===== src/sv/miller_rabin_prime_test_64_core_macros.svh =====
// Assertion macros for the Miller-Rabin prime test core.
// Needs clk and rst_n in scope at the point of use.
`ifndef MILLER_RABIN_PRIME_TEST_64_CORE_MACROS_SVH
`define MILLER_RABIN_PRIME_TEST_64_CORE_MACROS_SVH

// same-cycle implication
`define MRPT_ASSERT_IMP(lbl, ante, cons, msg) \
    lbl: assert property (@(posedge clk) disable iff (!rst_n) (ante) |-> (cons)) \
        else $error(msg);

// next-cycle implication
`define MRPT_ASSERT_NXT(lbl, ante, cons, msg) \
    lbl: assert property (@(posedge clk) disable iff (!rst_n) (ante) |=> (cons)) \
        else $error(msg);

`endif


===== src/sv/mrpt_pkg.sv =====
// Shared types, constants and base tables for the Miller-Rabin prime test core.
// No dependencies.
package mrpt_pkg;

    localparam int MOD_BITS_DEF    = 64;
    localparam int SHORT_BITS      = 32;
    localparam int SHORT_LIMIT_LOG = 31;
    localparam int LONG_BASE_CNT   = 7;
    localparam int SHORT_BASE_CNT  = 3;

    typedef enum logic {
        MOP_PLAIN,
        MOP_MONT
    } mrpt_op_t;

    typedef struct packed {
        logic     go;
        mrpt_op_t op;
        logic     wide;
    } mrpt_req_t;

    typedef enum logic [1:0] {
        MS_IDLE,
        MS_MUL,
        MS_FIN
    } mrpt_mstate_t;

    typedef enum logic [1:0] {
        PH_AB,
        PH_MI,
        PH_MN
    } mrpt_phase_t;

    typedef enum logic [3:0] {
        ST_IDLE,
        ST_CHECK,
        ST_INV_T,
        ST_INV_X,
        ST_R2,
        ST_STRIP,
        ST_ONE,
        ST_REV,
        ST_BASE,
        ST_POW,
        ST_POW_SQ,
        ST_SQ
    } mrpt_state_t;

    function automatic logic [63:0] base_value(input logic wide, input logic [2:0] k);
        logic [63:0] v;
        v = '0;
        if (wide)
        begin
            unique case (k)
                3'd0:    v = 64'd2;
                3'd1:    v = 64'd325;
                3'd2:    v = 64'd9375;
                3'd3:    v = 64'd28178;
                3'd4:    v = 64'd450775;
                3'd5:    v = 64'd9780504;
                3'd6:    v = 64'd1795265022;
                default: v = '0;
            endcase
        end
        else
        begin
            unique case (k)
                3'd0:    v = 64'd2;
                3'd1:    v = 64'd7;
                3'd2:    v = 64'd61;
                default: v = '0;
            endcase
        end
        return v;
    endfunction

endpackage


===== src/sv/mrpt_mont.sv =====
// Montgomery multiplier built on one 32x32 multiplier, four partial products per
// 64x64 product. Also does a plain 64-bit low product. Depends on mrpt_pkg.
module mrpt_mont
    import mrpt_pkg::*;
#(
    parameter int MOD_BITS = MOD_BITS_DEF
)
(
    input  logic        clk,
    input  logic        rst_n,
    input  mrpt_req_t   req,
    input  logic [63:0] op_a,
    input  logic [63:0] op_b,
    input  logic [63:0] modulus,
    input  logic [63:0] inverse,
    output logic        done,
    output logic [63:0] result
);

    localparam logic [63:0] WIDE_MASK  = {64{1'b1}} >> (64 - MOD_BITS);
    localparam logic [63:0] SHORT_MASK = {64{1'b1}} >> (64 - SHORT_BITS);

    mrpt_mstate_t state_reg, state_next;
    mrpt_phase_t  phase_reg, phase_next;
    mrpt_op_t     op_reg, op_next;
    logic         wide_reg, wide_next;
    logic [1:0]   step_reg, step_next;
    logic [63:0]  x_reg, x_next;
    logic [63:0]  y_reg, y_next;
    logic [127:0] acc_reg, acc_next;
    logic [127:0] p_reg, p_next;
    logic [63:0]  result_reg, result_next;
    logic         done_reg, done_next;

    logic [31:0]  xh, yh;
    logic [63:0]  pp;
    logic [6:0]   shamt;
    logic [127:0] pp_sh, sum;
    logic [63:0]  mask, top, sub, red;
    logic [127:0] top_w, sub_w;

    always_comb
    begin
        xh    = step_reg[0] ? x_reg[63:32] : x_reg[31:0];
        yh    = step_reg[1] ? y_reg[63:32] : y_reg[31:0];
        pp    = xh * yh;
        shamt = ({6'd0, step_reg[0]} + {6'd0, step_reg[1]}) << 5;
        pp_sh = {64'd0, pp} << shamt;
        sum   = acc_reg + pp_sh;
        mask  = wide_reg ? WIDE_MASK : SHORT_MASK;
        top_w = wide_reg ? (p_reg >> MOD_BITS) : (p_reg >> SHORT_BITS);
        sub_w = wide_reg ? (acc_reg >> MOD_BITS) : (acc_reg >> SHORT_BITS);
        top   = top_w[63:0];
        sub   = sub_w[63:0];
        red   = (top < sub) ? (top - sub + modulus) : (top - sub);
    end

    always_comb
    begin
        state_next  = state_reg;
        phase_next  = phase_reg;
        op_next     = op_reg;
        wide_next   = wide_reg;
        step_next   = step_reg;
        x_next      = x_reg;
        y_next      = y_reg;
        acc_next    = acc_reg;
        p_next      = p_reg;
        result_next = result_reg;
        done_next   = 1'b0;
        unique case (state_reg)
            MS_IDLE:
            begin
                if (req.go)
                begin
                    x_next     = op_a;
                    y_next     = op_b;
                    acc_next   = '0;
                    step_next  = '0;
                    phase_next = PH_AB;
                    op_next    = req.op;
                    wide_next  = req.wide;
                    state_next = MS_MUL;
                end
            end
            MS_MUL:
            begin
                acc_next  = sum;
                step_next = step_reg + 2'd1;
                if (step_reg == 2'd3)
                begin
                    unique case (phase_reg)
                        PH_AB:
                        begin
                            if (op_reg == MOP_PLAIN)
                            begin
                                result_next = sum[63:0];
                                done_next   = 1'b1;
                                state_next  = MS_IDLE;
                            end
                            else
                            begin
                                p_next     = sum;
                                x_next     = sum[63:0];
                                y_next     = inverse;
                                acc_next   = '0;
                                phase_next = PH_MI;
                            end
                        end
                        PH_MI:
                        begin
                            x_next     = sum[63:0] & mask;
                            y_next     = modulus;
                            acc_next   = '0;
                            phase_next = PH_MN;
                        end
                        PH_MN:
                        begin
                            state_next = MS_FIN;
                        end
                        default:
                        begin
                            state_next = MS_IDLE;
                        end
                    endcase
                end
            end
            MS_FIN:
            begin
                result_next = red;
                done_next   = 1'b1;
                state_next  = MS_IDLE;
            end
            default:
            begin
                state_next = MS_IDLE;
            end
        endcase
    end

    always_ff @(posedge clk or negedge rst_n)
    begin
        if (!rst_n)
        begin
            state_reg <= MS_IDLE;
            done_reg  <= 1'b0;
        end
        else
        begin
            state_reg <= state_next;
            done_reg  <= done_next;
        end
    end

    always_ff @(posedge clk)
    begin
        phase_reg  <= phase_next;
        op_reg     <= op_next;
        wide_reg   <= wide_next;
        step_reg   <= step_next;
        x_reg      <= x_next;
        y_reg      <= y_next;
        acc_reg    <= acc_next;
        p_reg      <= p_next;
        result_reg <= result_next;
    end

    assign done   = done_reg;
    assign result = result_reg;

endmodule

===== config.mk =====
export PLATFORM = sky130hd
export DESIGN_NAME = mrpt_mont
export DESIGN_NICKNAME = d
export VERILOG_FILES = /design/src/sv/miller_rabin_prime_test_64_core_macros.svh /design/src/sv/mrpt_pkg.sv /design/src/sv/mrpt_mont.sv
export SDC_FILE = /design/constraint.sdc
export NUM_CORES = 2
export LEC_CHECK = 0
export CORE_UTILIZATION = 35
export DETAILED_ROUTE_END_ITERATION = 7
export DONT_BUFFER_PORTS = 1
export GPL_TIMING_DRIVEN = 0
export REMOVE_ABC_BUFFERS = 1
export SETUP_SLACK_MARGIN = 0.02
export SYNTH_ARGS = -nofsm -noshare
export SYNTH_HDL_FRONTEND = slang
export SYNTH_SLANG_ARGS = --single-unit

===== constraint.sdc =====
create_clock -name clk -period 11.59 [get_ports clk]
set_input_delay 2.8975 -clock clk [delete_from_list [all_inputs] [get_ports clk]]
set_output_delay 2.8975 -clock clk [all_outputs]
set_load 0.02 [all_outputs]

* Word level (Yosys, flattened, before mapping)
Cells that the tools add are included.
** Storage, ports and cells
- Register bits :: 457
- Input port bits :: 261
- Output and inout bits :: 65
- Word-level logic and storage cells :: 83
** Operators by class
- Add/subtract/negate cells :: 5
- $mul :: 1
- Order comparisons :: 1
- Equal/unequal tests :: 13
- Shift operators :: 1
- Muxes and demuxes :: 40
- Bitwise operators :: 1
- Reduce and logical (&&, ||, !) cells :: 10
** Operators with widths (count)
- two-way mux 64 bit :: 13
- case mux 64 bit (2 select lines) :: 5
- case mux 128 bit (2 select lines) :: 2
- two-way mux 128 bit :: 3
- adder 128 bit :: 1
- left shift 64 x 7 -> 128 bit :: 1
- adder 64 bit :: 1
- AND 64 bit :: 1
- less-than comparator 64 bit :: 1
- multiplier 32 x 32 -> 64 bit :: 1
- two-way mux 32 bit :: 2
- subtractor 64 bit :: 1
- case mux 2 bit (2 select lines) :: 4
- two-way mux 2 bit :: 6
- AND reduction 4 bit :: 3
- inequality test 2 bit, second input constant :: 5
- equality test 2 bit, second input constant :: 3
- inequality test 3 bit, second input constant :: 2
- case mux 2 bit (3 select lines) :: 1
- AND reduction 5 bit :: 1
- equality test 2 x 1 -> 1 bit, second input constant :: 2
- zero test 2 bit :: 2
- AND reduction 2 bit :: 2
- nonzero test 2 bit :: 2
- 5 further kinds :: 7

* Logic depth before layout (Yosys ltp)
- Depth in word-level cells :: 8
- Gate-level depth with buffers :: 46

* Worst setup path before layout
No wires, ideal clock.
- Path type :: reg-to-reg
- Start point :: reg step_reg[1]
- End point :: reg acc_reg[127], data pin
- Library setup time :: 255 ps
- Arrival :: 11339 ps
- Required time :: 11335 ps
- Setup slack :: -3 ps
- Stages on the path, launching flop included :: 43
- Path buffers :: 6
- Period minus slack after synthesis :: 11593 ps
- Cells stage by stage :: edfxtp_1 clkbuf_1 buf_1 buf_1 mux2i_1 clkbuf_1 nor2_1 fa_1 inv_1 fa_1 inv_1 fa_1 fa_1 fa_1 fa_1 fa_1 fa_1 ha_1 [7 not listed] a211oi_1 nor2_1 o21ai_0 xnor2_1 o22ai_1 ha_1 clkbuf_1 nand4_1 or2_2 or3_1 nor3_1 and3_1 o2bb2ai_1 o211ai_1 o31ai_1 a311oi_1 xnor2_1 and2_1
** Between the ends
- Longest elaborated chain between the ends :: 8
** Ends and longest elaborated chain
- from (decl) :: RTL line mrpt_mont.sv:27 : logic [1:0] step_reg, step_next;
- from (signal assigned) :: RTL line mrpt_mont.sv:160 : step_reg <= step_next;
- two-way mux 32 bit :: RTL line mrpt_mont.sv:45 : yh = step_reg[1] ? y_reg[63:32] : y_reg[31:0];
- multiplier 32 x 32 -> 64 bit :: RTL line mrpt_mont.sv:46 : pp = xh * yh;
- left shift 64 x 7 -> 128 bit (*) :: RTL line mrpt_mont.sv:48 : pp_sh = {64'd0, pp} << shamt;
- adder 128 bit (*) :: RTL line mrpt_mont.sv:49 : sum = acc_reg + pp_sh;
- via sum[127] :: RTL line mrpt_mont.sv:38 : logic [127:0] pp_sh, sum;
- two-way mux 128 bit :: RTL line mrpt_mont.sv:95 : if (op_reg == MOP_PLAIN)
- case mux 128 bit (2 select lines) :: RTL line mrpt_mont.sv:92 : unique case (phase_reg)
- two-way mux 128 bit (*) :: RTL line mrpt_mont.sv:90 : if (step_reg == 2'd3)
- case mux 128 bit (2 select lines) (*) :: RTL line mrpt_mont.sv:71 : unique case (state_reg)
- to (signal assigned) :: RTL line mrpt_mont.sv:163 : acc_reg <= acc_next;
- to (decl) :: RTL line mrpt_mont.sv:30 : logic [127:0] acc_reg, acc_next;
Mark *: on every way through the listed nets, which the timed path passes. The rest lies on a longest branch.
A chain may end at the register's enable or synchronous reset.

* Final worst setup path
- Start point :: reg step_reg[1]
- End point :: reg acc_reg[114], data pin
Same word-level chain as after synthesis.

==> impl_results.md <==
- Status: finished with violations
- Failing checks: max-capacitance violations, max-slew violations, negative setup slack
- Largest net degree at the start of global routing: 84
- Final Cycle Share: 1.01
- Worst setup margin: -73.3 ps
- ANT nets after route: 0
- Post-route minimum period: 11660 ps
- Mapped Cells: 7704
- Final WL: 318000 um
- Primary flip-flop cell chosen by synthesis mapping: edfxtp_1
- Largest register FFs: 128
- Root buf cell: clkbuf_16
- Crit end category: flop
- DR pass1 iterations: 8
- 1st-iter DRT viols: 6643
- Core Area: 0.195 mm^2
- Final cell count without fillers: 10489
- Vias per std cell: 5.84
- Worst reg-to-reg setup slack: -70 ps
- Routed vias: 61212
- Slew headroom: -0.0153
- Crit-path slowest cell: fa_1
- CTS tree: done
- Hold Violations, Final: 0
- Floorplan row count: 162
- Total GRT Usage: 0.311
- Boundary pin count: 326
- Die area: 0.198 mm^2
- Worst Path Required: 12010 ps
- Final nets: 9467
- CTS Buf Count: 55
- Port Buf Inserts: 0
- Sink Count: 425
- Leading cell type in the layout, fill and taps excluded: inv_1
- Final setup fails: 8
- Post-Syn Area: 0.0686 mm^2
- H-tree levels: 2
- Die height: 445 um
- Residual DRC: 0
- Total gr overflow: 0
- Slew Viols, Final: 2
- RSZ-0062 raised after global routing: yes
- Deepest clock path buffer count: 3
- Most frequent cells in the layout: inv_1 (959), nor2_1 (937), fa_1 (866)
- Layout cells sized above 1: 0.172
- Number of global-route vias before repair: 61020
- Area growth syn-to-layout: 20.5%
- DR WL/cell: 30.3 um
- Critical path data arrival time: 12090 ps
- Setup Crit Path Kind: flop to flop
- Die width: 445 um
- Initial Util: 0.352
- Fill count: 18930
- Clock Latency Late Sink: 690 ps
- Clock transition at the registers of the reported paths: 60 ps
- Dpl cells: 10022
- Routability congestion estimate: 1.02
- Skew final: 38.3 ps
- Synth Register Bits: 425
- Worst hold-check path type: flop to flop
- CP Launch Type: flop
- Ys async rst share: 0.00706
- HPWL Detailed: 256000 um
- Yosys cell types: 88
- Max-cap violations: 2
- Fmax: 85.7 MHz
- Crit-path most repeated cell: fa_1
- Syn Area/Cell: 8.91 um^2
- First-pass GRT wire length: 441000 um
- Initial antenna violation count: 51
- Post-synth EDFFs: 422
- Synthesis warning total: 0
- Post-synthesis sequential area ratio: 0.186
- Tightest Pin Transition: 1510 ps
- Top fanout value on the critical path: 6
- Max incr delay on CP: 590 ps
[metal layers]
layer	GRT usage	routed length (um)	up-vias	part of all wire
li1	-	-	25942	-
met1	0.396	122000	31257	0.38
met2	0.489	143000	3153	0.45
met3	0.0442	26100	848	0.082
met4	0.210	26900	12	0.085
met5	0	91	-	0.00029
[path summary, 6_finish.rpt]
path	start	endpoint	depth (start not counted)
worst min register to register	phase_reg[1]	state_reg[1]	2
worst min-delay path	phase_reg[1]	state_reg[1]	2
max in group asynchronous	rst_n	state_reg[1]	0
worst max-delay path	step_reg[1]	acc_reg[114]	43
min in group asynchronous	rst_n	done	0
worst max register to register	step_reg[1]	acc_reg[114]	43
[cells in the mapped netlist (136+ instances only)]
cell type	instances	share of area
nor2_1	1006	0.055
inv_1	969	0.053
fa_1	899	0.26
nand2_1	809	0.044
ha_1	521	0.095
a21oi_1	439	0.032
edfxtp_1	422	0.18
clkbuf_1	366	0.020
mux2i_1	246	0.036
o21ai_0	215	0.016
a21o_1	199	0.022
xnor2_1	180	0.023
mux2_2	154	0.025
and2_1	136	0.012
[cells by family after synthesis]
family | count (synthesis) | share of synthesized area
flip-flops | 425 | 0.186
AND/OR/NAND/NOR | 2382 | 0.150
XOR/XNOR | 292 | 0.0373
AO/OA/AOI/OAI | 1403 | 0.132
buffers and inverters | 1382 | 0.0762
multiplexers | 400 | 0.0611
adder cells (fa/ha/maj) | 1420 | 0.357
[final cells by class]
cell class              count  area [um^2]  area share
diodes                     33         82.6    0.000998
clock buffers              57         1380      0.0167
clock inverters            46          522     0.00631
inverters                 972         3650      0.0441
multi-input cells        5901        55500       0.671
flip-flops and latches    425        12700       0.154
well taps                2624         3280      0.0397
repair buffers            431         5510      0.0666
[metrics by stage]
| step | hold slack (ps) | instance area, um^2 | setup slack, ps | setup TNS (ps) | util |
|---|---|---|---|---|---|
| floorplan | 539 | 67000 | -3310 | -533840 | - |
| global placement | 590 | 70300 | -12580 | -4412420 | 0.361 |
| detailed placement | 617 | 73400 | -3830 | -596210 | 0.377 |
| CTS | 629 | 79700 | -147 | -591 | 0.409 |
| global route | 660 | 82700 | -289 | -6410 | 0.425 |
| finish | 647 | 82700 | -73.3 | -298 | 0.425 |
[worst max-delay path: cells and delay by family, from the launching register on]
kind,cells,cell delay [ps]
buffers and inverters,10,1510
flip-flops,1,420
AND/OR/NAND/NOR,8,1580
XOR/XNOR,2,280
adder cells (fa/ha/maj),10,4720
multiplexers,1,170
AO/OA/AOI/OAI,12,2660
[what timing repair did]
item	in CTS	in global routing
hold buffers	0	0
pin swaps	143	205
cloned	6	9
hold endpoints to repair	0	0
setup endpoints to repair	282	222
resized for setup	481	370
buffers inserted	198	118
Power is not shown: default switching activity piles up to over one toggle a cycle in this logic, so the estimate is an artifact.
